[config.mk]
export PLATFORM = sky130hd
export DESIGN_NAME = rtos_mailbox_queue
export DESIGN_NICKNAME = d
export VERILOG_FILES = /design/src/hdl/mbx_pkg.sv /design/src/hdl/rtos_mailbox_queue.sv /design/src/hdl/mbx_ram.sv
export SDC_FILE = /design/constraint.sdc
export NUM_CORES = 1
export LEC_CHECK = 0
export BUFFER_PORTS_ARGS = -buffer_cell sky130_fd_sc_hd__buf_2
export CELL_PAD_IN_SITES_DETAIL_PLACEMENT = 0
export CELL_PAD_IN_SITES_GLOBAL_PLACEMENT = 1
export CORE_MARGIN = 1.5
export CORE_UTILIZATION = 54
export DETAILED_ROUTE_END_ITERATION = 10
export PLACE_DENSITY = 0.77
export SYNTH_ARGS = -nofsm -noshare
export SYNTH_HDL_FRONTEND = slang
export SYNTH_SLANG_ARGS = --single-unit
[constraint.sdc]
create_clock -name clk -period 5.72 [get_ports clk]
set_clock_uncertainty 0.05 [all_clocks]
set_input_delay 1.144 -clock clk [delete_from_list [all_inputs] [get_ports clk]]
set_output_delay 1.144 -clock clk [all_outputs]
set_load 0.05 [all_outputs]
[src/hdl/mbx_pkg.sv]
// Mailbox package: beat types, status and request codes.
// Used by rtos_mailbox_queue (not by mbx_ram); no dependencies.
package mbx_pkg;

	localparam int MSG_DEPTH_DEF  = 16;
	localparam int WAIT_DEPTH_DEF = 8;

	localparam logic [1:0] KIND_SEND  = 2'd0;
	localparam logic [1:0] KIND_RECV  = 2'd1;
	localparam logic [1:0] KIND_POLL  = 2'd2;
	localparam logic [1:0] KIND_DEL   = 2'd3;

	localparam logic [2:0] ST_QUEUED    = 3'd0;
	localparam logic [2:0] ST_DELIVERED = 3'd1;
	localparam logic [2:0] ST_WAITING   = 3'd2;
	localparam logic [2:0] ST_EMPTY     = 3'd3;
	localparam logic [2:0] ST_CLEARED   = 3'd4;
	localparam logic [2:0] ST_BUSY      = 3'd5;
	localparam logic [2:0] ST_FULL      = 3'd6;

	localparam logic CFG_MSG_BY_PRIO  = 1'b0;
	localparam logic CFG_WAIT_BY_PRIO = 1'b1;

	typedef struct packed {
		logic [1:0]  kind;
		logic [15:0] msg_handle;
		logic [7:0]  msg_priority;
		logic [7:0]  task_id;
		logic [7:0]  task_priority;
	} req_t;

	typedef struct packed {
		logic [2:0]  status;
		logic [15:0] out_msg_handle;
		logic [7:0]  out_msg_priority;
		logic [7:0]  out_task_id;
	} rsp_t;

endpackage

[src/hdl/rtos_mailbox_queue.sv]
// Kernel mailbox: message store and waiting-task store, each a RAM.
// Depends on mbx_pkg and mbx_ram.
//
// One request beat yields one response beat. Sends into an empty waiter store,
// blocking receives that queue the caller, refused or empty requests and deletes
// go from acceptance straight to the finish state, which registers the response
// and then lets the next request be taken; while an earlier response is held by
// rsp_stall the finish state waits. A request that removes an entry holds the
// request side through a scan pass and a shift pass (one RAM read a cycle): in
// priority mode the scan reads every live entry for the minimum, in age order
// only the oldest; the shift pass then closes the gap. A new request is taken
// while the previous response still waits to be taken. Ties in priority go to
// the oldest entry; removal keeps age order.
module rtos_mailbox_queue #(
	parameter int MSG_DEPTH  = mbx_pkg::MSG_DEPTH_DEF,
	parameter int WAIT_DEPTH = mbx_pkg::WAIT_DEPTH_DEF
) (
	input  logic          clk,
	input  logic          arst_n,
	input  logic          req_valid,
	output logic          req_stall,
	input  mbx_pkg::req_t req_data,
	output logic          rsp_valid,
	input  logic          rsp_stall,
	output mbx_pkg::rsp_t rsp_data,
	input  logic          cfg_we,
	input  logic          cfg_index,
	input  logic          cfg_data
);
	import mbx_pkg::*;

	localparam int MAW = (MSG_DEPTH > 1) ? $clog2(MSG_DEPTH) : 1;
	localparam int WAW = (WAIT_DEPTH > 1) ? $clog2(WAIT_DEPTH) : 1;
	localparam int MCW = $clog2(MSG_DEPTH + 1);
	localparam int WCW = $clog2(WAIT_DEPTH + 1);
	localparam int CW  = (MCW > WCW) ? MCW : WCW;

	localparam logic [2:0] S_IDLE  = 3'd0;
	localparam logic [2:0] S_SCAN  = 3'd1;
	localparam logic [2:0] S_SHIFT = 3'd2;
	localparam logic [2:0] S_FIN   = 3'd3;

	logic [2:0]     state_q;
	logic           msg_prio_q, wait_prio_q;
	logic [MCW-1:0] mcnt_q;
	logic [WCW-1:0] wcnt_q;
	req_t           req_q;
	logic [2:0]     status_q;
	logic           sel_wait_q;     // store being worked on
	logic [CW-1:0]  ra_q;           // next read address
	logic [CW-1:0]  lim_q;          // last entry the scan reads
	logic [CW-1:0]  last_q;         // last live entry
	logic           rv_s1;          // read data valid this cycle
	logic [CW-1:0]  ri_s1;          // its address
	logic [CW-1:0]  best_idx_q;
	logic [23:0]    best_q;
	logic           rsp_valid_q;
	rsp_t           rsp_q;

	// RAM ports
	logic           m_we, w_we;
	logic [MAW-1:0] m_waddr;
	logic [WAW-1:0] w_waddr;
	logic [23:0]    m_wdata, m_rdata;
	logic [15:0]    w_wdata, w_rdata;
	logic [23:0]    wr_word;
	logic [CW-1:0]  wr_addr;
	logic [23:0]    rd_word;

	logic           accept, scan_iss, sh_iss, rd_iss, better;
	logic [CW-1:0]  nbest_idx;
	logic [23:0]    nbest;
	logic [CW-1:0]  cnt_sel;
	logic           use_prio;

	assign accept    = req_valid && !req_stall;
	assign req_stall = (state_q != S_IDLE);
	assign rsp_valid = rsp_valid_q;
	assign rsp_data  = rsp_q;

	assign rd_word  = sel_wait_q ? {8'h00, w_rdata} : m_rdata;
	assign scan_iss = (state_q == S_SCAN) && (ra_q <= lim_q);
	assign sh_iss   = (state_q == S_SHIFT) && (ra_q <= last_q);
	assign rd_iss   = scan_iss || sh_iss;

	// Running minimum; first entry always seeds it, strict compare keeps oldest.
	assign better    = (ri_s1 == '0) || (rd_word[7:0] < best_q[7:0]);
	assign nbest_idx = (rv_s1 && better) ? ri_s1 : best_idx_q;
	assign nbest     = (rv_s1 && better) ? rd_word : best_q;

	// Write port: append on accept, or close the gap during the shift pass.
	always_comb begin
		m_we    = 1'b0;
		w_we    = 1'b0;
		wr_word = '0;
		wr_addr = '0;
		if (state_q == S_IDLE && accept) begin
			if (req_data.kind == KIND_SEND && wcnt_q == '0
			    && mcnt_q < MCW'(MSG_DEPTH)) begin
				m_we    = 1'b1;
				wr_addr = CW'(mcnt_q);
				wr_word = {req_data.msg_handle, req_data.msg_priority};
			end else if (req_data.kind == KIND_RECV && mcnt_q == '0
			             && wcnt_q < WCW'(WAIT_DEPTH)) begin
				w_we    = 1'b1;
				wr_addr = CW'(wcnt_q);
				wr_word = {8'h00, req_data.task_id, req_data.task_priority};
			end
		end else if (state_q == S_SHIFT && rv_s1) begin
			m_we    = !sel_wait_q;
			w_we    = sel_wait_q;
			wr_addr = ri_s1 - CW'(1);
			wr_word = rd_word;
		end
	end

	assign m_waddr = wr_addr[MAW-1:0];
	assign w_waddr = wr_addr[WAW-1:0];
	assign m_wdata = wr_word;
	assign w_wdata = wr_word[15:0];

	mbx_ram #(.WIDTH(24), .DEPTH(MSG_DEPTH)) u_msg_ram (
		.clk   (clk),
		.we    (m_we),
		.waddr (m_waddr),
		.wdata (m_wdata),
		.raddr (ra_q[MAW-1:0]),
		.rdata (m_rdata)
	);

	mbx_ram #(.WIDTH(16), .DEPTH(WAIT_DEPTH)) u_wait_ram (
		.clk   (clk),
		.we    (w_we),
		.waddr (w_waddr),
		.wdata (w_wdata),
		.raddr (ra_q[WAW-1:0]),
		.rdata (w_rdata)
	);

	// Which store a removal works on, and its mode.
	always_comb begin
		if (req_data.kind == KIND_SEND) begin
			cnt_sel  = CW'(wcnt_q);
			use_prio = wait_prio_q;
		end else begin
			cnt_sel  = CW'(mcnt_q);
			use_prio = msg_prio_q;
		end
	end

	always_ff @(posedge clk) begin
		if (accept) begin
			req_q <= req_data;
		end
		if (state_q == S_SCAN && rv_s1) begin
			best_q <= nbest;
		end
	end

	always_ff @(posedge clk or negedge arst_n) begin
		if (!arst_n) begin
			state_q     <= S_IDLE;
			msg_prio_q  <= 1'b0;
			wait_prio_q <= 1'b0;
			mcnt_q      <= '0;
			wcnt_q      <= '0;
			status_q    <= ST_QUEUED;
			sel_wait_q  <= 1'b0;
			ra_q        <= '0;
			lim_q       <= '0;
			last_q      <= '0;
			rv_s1       <= 1'b0;
			ri_s1       <= '0;
			best_idx_q  <= '0;
			rsp_valid_q <= 1'b0;
			rsp_q       <= '0;
		end else begin
			if (cfg_we) begin
				if (cfg_index == CFG_MSG_BY_PRIO) begin
					msg_prio_q <= cfg_data;
				end else begin
					wait_prio_q <= cfg_data;
				end
			end
			if (rsp_valid_q && !rsp_stall) begin
				rsp_valid_q <= 1'b0;
			end
			rv_s1 <= rd_iss;
			ri_s1 <= ra_q;
			if (rd_iss) begin
				ra_q <= ra_q + CW'(1);
			end

			case (state_q)
				S_IDLE: begin
					if (accept) begin
						state_q <= S_FIN;
						ra_q    <= '0;
						sel_wait_q <= (req_data.kind == KIND_SEND);
						lim_q   <= use_prio ? cnt_sel - CW'(1) : '0;
						last_q  <= cnt_sel - CW'(1);
						case (req_data.kind)
							KIND_SEND: begin
								if (wcnt_q != '0) begin
									state_q  <= S_SCAN;
									status_q <= ST_DELIVERED;
								end else if (mcnt_q >= MCW'(MSG_DEPTH)) begin
									status_q <= ST_FULL;
								end else begin
									mcnt_q   <= mcnt_q + MCW'(1);
									status_q <= ST_QUEUED;
								end
							end
							KIND_RECV, KIND_POLL: begin
								if (mcnt_q != '0) begin
									state_q  <= S_SCAN;
									status_q <= ST_DELIVERED;
								end else if (req_data.kind == KIND_POLL) begin
									status_q <= ST_EMPTY;
								end else if (wcnt_q >= WCW'(WAIT_DEPTH)) begin
									status_q <= ST_FULL;
								end else begin
									wcnt_q   <= wcnt_q + WCW'(1);
									status_q <= ST_WAITING;
								end
							end
							default: begin
								status_q <= (mcnt_q != '0 || wcnt_q != '0)
								            ? ST_BUSY : ST_CLEARED;
							end
						endcase
					end
				end
				S_SCAN: begin
					if (rv_s1) begin
						best_idx_q <= nbest_idx;
						if (ri_s1 == lim_q) begin
							// shift pass starts just past the chosen entry
							state_q <= S_SHIFT;
							ra_q    <= nbest_idx + CW'(1);
							rv_s1   <= 1'b0;
						end
					end
				end
				S_SHIFT: begin
					if (!sh_iss && !rv_s1) begin
						state_q <= S_FIN;
						if (sel_wait_q) begin
							wcnt_q <= wcnt_q - WCW'(1);
						end else begin
							mcnt_q <= mcnt_q - MCW'(1);
						end
					end
				end
				S_FIN: begin
					if (!rsp_valid_q || !rsp_stall) begin
						state_q                <= S_IDLE;
						rsp_valid_q            <= 1'b1;
						rsp_q.status           <= status_q;
						rsp_q.out_msg_handle   <= '0;
						rsp_q.out_msg_priority <= '0;
						rsp_q.out_task_id      <= '0;
						if (status_q == ST_DELIVERED) begin
							if (sel_wait_q) begin
								rsp_q.out_msg_handle   <= req_q.msg_handle;
								rsp_q.out_msg_priority <= req_q.msg_priority;
								rsp_q.out_task_id      <= best_q[15:8];
							end else begin
								rsp_q.out_msg_handle   <= best_q[23:8];
								rsp_q.out_msg_priority <= best_q[7:0];
								rsp_q.out_task_id      <= req_q.task_id;
							end
						end
					end
				end
				default: begin
					state_q <= S_IDLE;
				end
			endcase
		end
	end
endmodule

[src/hdl/mbx_ram.sv]
// Generic simple dual-port RAM, one write and one registered read port.
// No dependencies.
module mbx_ram #(
	parameter int WIDTH = 8,
	parameter int DEPTH = 16,
	parameter int AW    = (DEPTH > 1) ? $clog2(DEPTH) : 1
) (
	input  logic             clk,
	input  logic             we,
	input  logic [AW-1:0]    waddr,
	input  logic [WIDTH-1:0] wdata,
	input  logic [AW-1:0]    raddr,
	output logic [WIDTH-1:0] rdata
);
	logic [WIDTH-1:0] mem [DEPTH];

	always_ff @(posedge clk) begin
		if (we) begin
			mem[waddr] <= wdata;
		end
		rdata <= mem[raddr];
	end
endmodule
==> results of run 1 <==
-- worst min-delay path: cells and delay by family (launching register included) --
family,cells,cell delay (ns)
AO/OA/AOI/OAI,1,0.06
flip-flops,1,0.34
AND/OR/NAND/NOR,1,0.04
-- power by group through the flow --
stage	clock network [mW]	registers [mW]	logic [mW]
6_report	4.57	6.72	4.17
5_1_grt	4.84	6.79	4.55
4_1_cts	4.65	6.73	4.22
3_5_place_dp	0	6.83	4.19
3_3_place_gp	0	6.81	4.14
2_1_floorplan	0	6.87	2.92
-- sequential cells by signal, indices dropped and copies added, names as in the netlist, 2 cells and up --
signal / cells
ri_s1: 5
u_msg_ram.mem: 384
last_q: 5
lim_q: 5
u_wait_ram.rdata: 16
status_q: 3
mcnt_q: 5
req_q: 32
rsp_data: 35
ra_q: 5
wcnt_q: 4
state_q: 2
u_wait_ram.mem: 128
best_idx_q: 5
u_msg_ram.rdata: 24
best_q: 24
-- cells by family (layout without fill, tap and decap cells) --
kind of cell,Yosys count,count (layout),share of synthesized area
XOR/XNOR,28,28,0.00903
AND/OR/NAND/NOR,167,167,0.0295
AO/OA/AOI/OAI,148,148,0.0376
adder cells (fa/ha/maj),38,38,0.0181
flip-flops,687,687,0.730
buffers and inverters,104,288,0.0159
multiplexers,238,238,0.160
-- stage by stage --
step | area [um^2] | util | power, mW | setup slack [ns] | hold slack (ns)
after global routing | 30800 | 0.619 | 16.2 | 1.39 | 0.466
after detailed placement | 28500 | 0.572 | 11.0 | 1.01 | 0.416
after CTS | 30800 | 0.619 | 15.6 | 1.65 | 0.429
after global placement | 28500 | 0.572 | 10.9 | 1.14 | 0.409
after floorplan | 27200 | - | 9.79 | 0.994 | 0.328
final | 30800 | 0.619 | 15.5 | 1.60 | 0.422
-- per-layer routing --
metal / part of all wire / GRT usage / vias up
li1: - / - / 5895
met1: 0.44 / 0.346 / 7026
met2: 0.47 / 0.355 / 495
met3: 0.066 / 0.0505 / 93
met4: 0.021 / 0.0703 / 0
met5: 0 / 0 / -
-- worst min path at each step --
stage,from,endpoint
after floorplan,ra_q[0]$_DFF_PN0_,ri_s1[0]$_DFF_PN0_
after global placement,rsp_data[28]$_DFFE_PN0P_,rsp_data[28]$_DFFE_PN0P_
after detailed placement,rsp_data[6]$_DFFE_PN0P_,rsp_data[6]$_DFFE_PN0P_
after CTS,rsp_data[6]$_DFFE_PN0P_,rsp_data[6]$_DFFE_PN0P_
after global routing,rsp_data[27]$_DFFE_PN0P_,rsp_data[27]$_DFFE_PN0P_
final,rsp_data[6]$_DFFE_PN0P_,rsp_data[6]$_DFFE_PN0P_
-- area by class of cell --
class / count / area, um^2 / area share
multi-input cells: 619 / 6950 / 0.225
inverters: 38 / 143 / 0.00462
well taps: 672 / 841 / 0.0273
flip-flops and latches: 687 / 19800 / 0.643
clock buffers: 93 / 1990 / 0.0644
clock inverters: 33 / 328 / 0.0106
repair buffers: 124 / 758 / 0.0246
-- layout by cell type, fill, tap and decap left out, drive strengths merged, types with 24 or more instances in the layout --
| cell | instances |
|---|---|
| mux4 | 152 |
| edfxtp | 568 |
| clkbuf | 93 |
| a22o | 24 |
| ha | 36 |
| nor2 | 39 |
| o21ai | 53 |
| nand2 | 72 |
| buf | 124 |
| dfrtp | 79 |
| mux2i | 42 |
| dfxtp | 40 |
| mux2 | 44 |
| inv | 39 |
==> impl_metrics.tcl, run 1 <==
set metrics [dict create \
    p_leak_nw 10.9 \
    yosys.area.top_type "edfxtp_1" \
    regToRegEndpoint "u_msg_ram.mem[3][22]$_DFFE_PP_" \
    crit_path_start_kind "primary input" \
    async_reset_ff_frac 0.115 \
    slew_viol_final 0 \
    nNetsFinal 1628 \
    syn_area_mm2 0.0272 \
    placementRows 82 \
    routed_wl_um 58400 \
    dr.first_iter.drc_count 1253 \
    slowest_delay_ns 0.71 \
    timing.rr.start "state_q[0]$_DFFE_PN0P_" \
    synthDominantCellAreaShare 0.628 \
    dp_cells 2140 \
    crit_chain "buf_2, inv_1, ha_1, nand2b_1, or3_4, nor4b_4, a21oi_1, or2_0, nor2_1, buf_4" \
    ctsResizeCount 0 \
    grt_overflow 0 \
    p_clk_frac 0.295 \
    core_area_mm2 0.0499 \
    hold_depth 2 \
    tns_ns 0 \
    post_drt_wl_per_cell_um 25.8 \
    cpMaxStageDelayCell "nor2_1" \
    antenna_found_initial 2 \
    io_buffers 85 \
    synth_nets 1497 \
    grt_pass1_wl_um 87400 \
    initial_core_util 0.545 \
    insertedDiodeCount 0 \
    synth.top_cells.by_area "edfxtp_1, mux4_2, dfrtp_1, dfxtp_1, mux2_2" \
    synth_commonest_cells "edfxtp_1, mux4_2, dfrtp_1" \
    die_area_mm2 0.0517 \
    cp.required_ns 5.98 \
    startpoint "req_data[40]" \
    end_kind "flip-flop" \
    synth-seq-area-share 0.730 \
    p_int_mw 10.7 \
    r2r_cells 10 \
    num_io_pins 86 \
    ys_ff_latch 687 \
    grtUsageTotal 0.234 \
    grt_pass1_vias 13700 \
    critPathBufInv 3 \
    maxCapViolations 0 \
    htreeDepth 3 \
    worstSetupEndpoint "u_wait_ram.mem[2][4]$_DFFE_PP_" \
    gp_congestion 0.856 \
    cts_inserted_buffers 71 \
    clkTransAtPathRegs_ns 0.06 \
    cts_tree "done" \
    combPwrFrac 0.270 \
    drive_gt1_frac 0.286 \
    clock_path_buffers 3 \
    worstMarginPinSlew_ns 1.17 \
    dr.pass1.iters 5 \
    clkSinkCount 687 \
    syn_inst 1410 \
    vias 13500 \
    hold_viol 0 \
    power_frac_seq 0.435 \
    status "finished, final reports clean" \
    fill_cells 3511 \
    cp.arrival_ns 4.38 \
    hold_buffers 0 \
    clk_latency_ns 0.62 \
    ys.warnings.count 0 \
    p_switching_mw 4.76 \
    postCtsSetupBuffers 0 \
    min-delay-path-class "reg -> reg" \
    critical_path.max_fanout 12 \
    syn2layout_area_growth_pct 13.6 \
    min_period_ns 4.12 \
    cts_root_buf "clkbuf_16" \
    slew-limit-headroom 0.217 \
    yosys.cell_count.top_type "edfxtp_1" \
    avgSynthCellArea_um2 19.3 \
    power_density_mw_per_mm2 501 \
    routed_via_density 5.96 \
    synth_cell_type_count 58 \
    max_freq_ghz 0.242 \
    reg2reg_slack_ns 1.72 \
    die-width_um 227 \
    vdd_drop_max_uv 276 \
    grt_max_degree 80 \
    drc 0 \
    synth-main-ff-cell "edfxtp_1" \
    netSwitchingFraction 0.308 \
    critical_path_class "in -> reg" \
    drtAntennaViolNets 0 \
    finalCritPeriodShare 0.721 \
    post-dp-hpwl_um 35600 \
    critPathTopFamily "simple AND/OR/NAND/NOR gates" \
    setup_viol 0 \
    synth_edf_count 568 \
    die_h_um 227 \
    final_cells 2266 \
    cp.depth 10 \
    rsz0062_at_grt "no" \
]
Power figures use the tool's default switching activity.
==> run 2, diff against run 1 <==
--- a/config.mk
+++ b/config.mk
@@ -5,11 +5,12 @@
 export SDC_FILE = /design/constraint.sdc
 export NUM_CORES = 1
 export LEC_CHECK = 0
+export ABC_AREA = 1
 export BUFFER_PORTS_ARGS = -buffer_cell sky130_fd_sc_hd__buf_2
 export CELL_PAD_IN_SITES_DETAIL_PLACEMENT = 0
 export CELL_PAD_IN_SITES_GLOBAL_PLACEMENT = 1
 export CORE_MARGIN = 1.5
-export CORE_UTILIZATION = 54
+export CORE_UTILIZATION = 51
 export DETAILED_ROUTE_END_ITERATION = 10
 export PLACE_DENSITY = 0.77
 export SYNTH_ARGS = -nofsm -noshare
==> constraint.sdc (replaced) <==
create_clock -name clk -period 4.02 [get_ports clk]
set_clock_uncertainty 0.05 [all_clocks]
set_input_delay 0.804 -clock clk [delete_from_list [all_inputs] [get_ports clk]]
set_output_delay 0.804 -clock clk [all_outputs]
set_load 0.05 [all_outputs]
==> run 2 against run 1 <==
Non-clock buffer count increased by 32. Synthesized area increased by 1.8%. Global-route usage increased by 2.4 points. Clock power increased by 35%. Highest routed layer unchanged. Combinational power increased by 82%.
==> impl_metrics.tcl, run 2 <==
set metrics [dict create \
    vdd_drop_max_uv 416 \
    htreeDepth 3 \
    synth-compound-area-share 0.106 \
    yosys.area.top_type "edfxtp_1" \
    worstMarginPinSlew_ns 1.12 \
    synth_nets 2330 \
    synthDominantCellAreaShare 0.617 \
    clkTransAtPathRegs_ns 0.06 \
    synth_edf_count 568 \
    rsz0062_at_grt "no" \
    r2r_cells 10 \
    drtAntennaViolNets 0 \
    routed_via_density 5.80 \
    gp_congestion 0.868 \
    dr.pass1.iters 5 \
    crit_path_start_kind "flip-flop" \
    synth-main-ff-cell "edfxtp_1" \
    synth.top_cells.by_area "edfxtp_1, dfrtp_1, o21ai_0, nor2_1, nand2_1" \
    cp.required_ns 4.22 \
    synthAdderAreaFrac 0.0177 \
    cts_inserted_buffers 72 \
    clk_latency_ns 0.61 \
    place_area_mm2 0.0291 \
    postLayoutCoreUtil 0.582 \
    slew_viol_final 0 \
    syn_inst 2243 \
    end_kind "flip-flop" \
    syn_area_mm2 0.0276 \
    status "finished, final reports clean" \
    muxShareOfSynthArea 0.0110 \
    core_area_mm2 0.0537 \
    reg2reg_slack_ns 0.51 \
    die_area_mm2 0.0556 \
    min_period_ns 3.51 \
    vias 18000 \
    placementRows 85 \
    clkSinkCount 687 \
    syn2layout_area_growth_pct 13.0 \
    regToRegEndpoint "u_msg_ram.mem[0][23]$_DFFE_PP_" \
    finalCritPeriodShare 0.874 \
    final_cell_mix "edfxtp_1, nor2_1, o21ai_0" \
    synth_commonest_cells "edfxtp_1, nor2_1, o21ai_0" \
    grtUsageTotal 0.258 \
    critical_path.max_fanout 24 \
    final_common_cell "edfxtp_1" \
    clock_path_buffers 3 \
    avgSynthCellArea_um2 12.3 \
    ys.warnings.count 0 \
    cts_root_buf "clkbuf_16" \
    antenna_found_initial 0 \
    synth-seq-area-share 0.718 \
    hold_buffers 0 \
    post_drt_wl_per_cell_um 22.9 \
    yosys.cell_count.top_type "edfxtp_1" \
    fill_cells 4251 \
    grt_pass1_vias 17500 \
    dr.first_iter.drc_count 2084 \
    io_buffers 85 \
    synth_top_family_by_area "simple AND/OR/NAND/NOR gates" \
    timing.hold.ws_ns 0.329 \
    synth_cell_type_count 49 \
    power_density_mw_per_mm2 733 \
    worst_slack_ns 0.508 \
    async_reset_ff_frac 0.115 \
    grt_overflow 0 \
    min-delay-path-class "in -> async" \
    slew-limit-headroom 0.253 \
    initial_core_util 0.515 \
    cts_tree "done" \
    critical_path_class "reg -> reg" \
    grt_max_degree 141 \
    tns_ns 0 \
    grt_pass1_wl_um 108000 \
    maxCapViolations 0 \
    die-width_um 236 \
    drc 0 \
    max_freq_ghz 0.285 \
    synthSimpleGateAreaFrac 0.113 \
    seq_area_mm2 0.0198 \
    timing.rr.start "state_q[0]$_DFFE_PN0P_" \
    multi_input_area_mm2 0.00704 \
    fin_area_mm2 0.0312 \
    cp.arrival_ns 3.71 \
    largest_reg_flops 384 \
    ys_ff_latch 687 \
    drive_gt1_frac 0.136 \
    regMostFlops "u_msg_ram.mem" \
    place_ws_ns 0.456 \
    synth-xor-area-share 0.00475 \
    routed_wl_um 70900 \
    post-dp-hpwl_um 43500 \
    num_io_pins 86 \
    postCtsSetupBuffers 0 \
    p_leak_nw 11.4 \
    die_h_um 236 \
    ctsResizeCount 0 \
    setup_viol 0 \
    nNetsFinal 2436 \
    hold_viol 0 \
]
-- run 2: changes by cell type after synthesis, moves of 44 or more --
cell,delta
nand2_1,+214
o21ai_0,+268
nand3_1,+65
o22ai_1,+67
clkbuf_1,+51
nor2_1,+316
mux4_2,-152
o221ai_1,+44
-- run 2: final cells by class --
type,count,share of cell area
Clock inverter,30,0.00621
Inverter,84,0.0104
Antenna cell,1,0.0000801
Timing Repair Buffer,156,0.0324
Tap cell,696,0.0279
Multi-Input combinational cell,1348,0.225
Sequential cell,687,0.635
Clock buffer,97,0.0627
-- run 2: worst max-delay path by stage --
stage	from	to	slack, ns	depth (start not counted)
final	state_q[0]$_DFFE_PN0P_	u_msg_ram.mem[0][23]$_DFFE_PP_	0.51	10
after global routing	state_q[1]$_DFFE_PN0P_	u_msg_ram.mem[0][23]$_DFFE_PP_	0.29	10
after global placement	req_valid	u_msg_ram.mem[0][17]$_DFFE_PP_	0.58	9
after floorplan	sel_wait_q$_DFFE_PN0P_	best_q[0]$_DFFE_PP_	0.44	14
after CTS	state_q[0]$_DFFE_PN0P_	u_msg_ram.mem[0][23]$_DFFE_PP_	0.50	10
after detailed placement	req_valid	u_msg_ram.mem[0][17]$_DFFE_PP_	0.46	9
-- run 2: metal layers --
metal / GRT usage / wire length, um / vias to the layer above
met5: 0 / 0 / -
met4: 0.0733 / 1510 / 0
met3: 0.0551 / 5980 / 89
met2: 0.399 / 33100 / 740
met1: 0.371 / 30400 / 8852
li1: - / - / 8281
-- run 2: cell families (layout without fill, tap and decap cells) --
family,count (synthesis),after routing
xor gates and xnor gates,15,15
other,0,1
muxes,30,30
DFF,687,687
buffers and inverters,208,367
adders and majority gates,38,38
and+or+nand+nor,751,751
AOI/OAI and AO/OA,514,514
-- run 2: critical path: stages (launching register included) --
cell     delay, ns
dfrtp_1       0.43
inv_1         0.09
ha_1          0.32
nand2_4       0.25
inv_2         0.08
nor2_4        0.40
nand2_1       0.35
nand2_1       0.37
nand3_2       0.24
nor2_2        0.15
buf_4         0.40
-- run 2: metrics by stage --
step,std cells,power (mW)
after global routing,3098,24.1
final,3099,22.9
after global placement,2971,16.7
after CTS,3098,23.0
after detailed placement,2971,16.8
after floorplan,2243,14.2
-- run 2: power by group --
group	internal (mW)	switching [mW]
Combinational	2.04	5.54
Clock	3.49	2.67
Sequential	8.73	0.436
==> run 3, diff against run 2 <==
==> constraint.sdc (replaced) <==
create_clock -name clk -period 3.6 [get_ports clk]
set_clock_uncertainty 0.05 [all_clocks]
set_input_delay 0.72 -clock clk [delete_from_list [all_inputs] [get_ports clk]]
set_output_delay 0.72 -clock clk [all_outputs]
set_load 0.05 [all_outputs]
==> run 3 against run 2 <==
Wire length barely moved. Power rose by 15%. Combinational power rose by 12%. Register-to-register slack improved by 0.02 ns. Maximum frequency rose by 14%. Critical path depth did not move. Utilization rose by 0.65 points. Critical endpoint is now u_msg_ram.mem[0][4]$_DFFE_PP_. Via count fell by 0.14%. Cell area rose by 1.1%. Non-clock buffer count rose by 2.
==> impl_metrics.tcl, run 3 (same netlist as run 2, synthesis figures left out) <==
set metrics [dict create \
    final_cell_mix "edfxtp_1, nor2_1, o21ai_0" \
    dr.first_iter.drc_count 2194 \
    critical_path_class "reg -> reg" \
    clkTransAtPathRegs_ns 0.06 \
    crit_path_start_kind "flip-flop" \
    die_area_mm2 0.0556 \
    vias 17900 \
    status "finished, final reports clean" \
    critical_path.max_fanout 13 \
    htreeDepth 3 \
    routed_via_density 5.77 \
    power_frac_seq 0.391 \
    vdd_drop_max_uv 525 \
    cts_tree "done" \
    dp_cells 2973 \
    p_switching_mw 9.80 \
    slew_viol_final 0 \
    end_kind "flip-flop" \
    largest_reg_flops 384 \
    dr.pass1.iters 6 \
    antenna_found_initial 0 \
    io_buffers 85 \
    min_period_ns 3.07 \
    clock_path_buffers 3 \
    die-width_um 236 \
    gp_congestion 0.895 \
    core_area_mm2 0.0537 \
    cp.required_ns 3.84 \
    initial_core_util 0.515 \
    setup_viol 0 \
    cts_root_buf "clkbuf_16" \
    nNetsFinal 2439 \
    tns_ns 0 \
    p_int_mw 16.5 \
    rsz0062_at_grt "no" \
    num_io_pins 86 \
    max_freq_ghz 0.326 \
    placementRows 85 \
    ctsResizeCount 0 \
    maxCapViolations 0 \
    clk_latency_ns 0.61 \
    min-delay-path-class "in -> async" \
    post_drt_wl_per_cell_um 22.8 \
    drtAntennaViolNets 0 \
    combPwrFrac 0.323 \
    regMostFlops "u_msg_ram.mem" \
    hold_viol 0 \
    p_clk_frac 0.286 \
    syn2layout_area_growth_pct 14.3 \
    grt_max_degree 229 \
    hold_buffers 0 \
    p_leak_nw 11.6 \
    grt_overflow 0 \
    drc 0 \
    grt_pass1_wl_um 107000 \
    grt_pass1_vias 17400 \
    fill_cells 4228 \
    postCtsSetupBuffers 0 \
    worstMarginPinSlew_ns 1.06 \
    cts_inserted_buffers 73 \
    place_area_mm2 0.0292 \
    fin_area_mm2 0.0316 \
    routed_wl_um 70900 \
    insertedDiodeCount 0 \
    grtUsageTotal 0.257 \
    drive_gt1_frac 0.139 \
    power_density_mw_per_mm2 833 \
    finalCritPeriodShare 0.852 \
    netSwitchingFraction 0.372 \
    die_h_um 236 \
    post-dp-hpwl_um 43900 \
    final_cells 3108 \
    cp.arrival_ns 3.31 \
    clkSinkCount 687 \
    slew-limit-headroom 0.294 \
    final_common_cell "edfxtp_1" \
]
==> run 3: cell types whose count changed in the layout (fill, tap and decap cells not counted), sizes merged <==
cell / change
diode: -1
inv: +2
buf: +2
clkinv: +6
clkbuf: -7
bufinv: +7
==> run 3: layout make-up <==
| cell class | instances | area, um^2 | share of cell area |
|---|---|---|---|
| Tap cell | 696 | 871 | 0.0276 |
| Multi-Input combinational cell | 1348 | 7040 | 0.223 |
| Clock buffer | 90 | 1960 | 0.0621 |
| Inverter | 84 | 325 | 0.0103 |
| Sequential cell | 687 | 19800 | 0.628 |
| Timing Repair Buffer | 158 | 1100 | 0.0349 |
| Clock inverter | 45 | 448 | 0.0142 |
==> run 3: power groups by stage <==
stage / registers [mW] / clock network (mW) / logic [mW]
final: 10.3 / 7.52 / 8.50
after global routing: 10.4 / 7.94 / 9.34
after CTS: 10.3 / 7.63 / 8.46
after detailed placement: 10.4 / 0 / 8.42
after global placement: 10.4 / 0 / 8.29
after floorplan: 10.7 / 0 / 5.09
==> run 3: metrics by stage <==
| step | hold slack, ns | util | total power, mW | setup WS [ns] |
|---|---|---|---|---|
| after floorplan | 0.354 | - | 15.8 | 0.0220 |
| after global placement | 0.415 | 0.543 | 18.7 | 0.418 |
| after detailed placement | 0.420 | 0.543 | 18.9 | 0.353 |
| after CTS | 0.232 | 0.588 | 26.4 | 0.502 |
| after global routing | 0.233 | 0.588 | 27.6 | 0.334 |
| final | 0.239 | 0.588 | 26.3 | 0.532 |
==> run 3: routing by layer <==
metal / global-route usage / share of wire / routed length (um) / vias to the layer above
met3: 0.0511 / 0.080 / 5700 / 106
li1: - / - / - / 8305
met5: 0 / 0 / 0 / -
met2: 0.390 / 0.45 / 31900 / 719
met1: 0.376 / 0.44 / 31500 / 8807
met4: 0.0770 / 0.025 / 1780 / 0
==> run 3: worst max-delay path: stages (launching register included) <==
cell	delay, ns
dfrtp_1	0.42
inv_1	0.10
ha_1	0.34
nand2_4	0.27
inv_2	0.08
nor2_4	0.14
nand2_1	0.27
nand2_1	0.34
nand3_2	0.23
nor2_2	0.23
buf_4	0.27
==> run 3: worst paths after layout <==
path,start,to,slack (ns),cells past startpoint
setup / recovery,state_q[0]$_DFFE_PN0P_,u_msg_ram.mem[0][4]$_DFFE_PP_,0.53,10
hold / removal,arst_n,last_q[2]$_DFFE_PN0P_,0.24,1
setup reg to reg,state_q[0]$_DFFE_PN0P_,u_msg_ram.mem[0][4]$_DFFE_PP_,0.53,10
hold reg to reg,rsp_data[3]$_DFFE_PN0P_,rsp_data[3]$_DFFE_PN0P_,0.43,2
max in group asynchronous,arst_n,ra_q[0]$_DFF_PN0_,2.52,1
min in group clk,req_data[35],req_q[35]$_DFFE_PP_,0.26,1
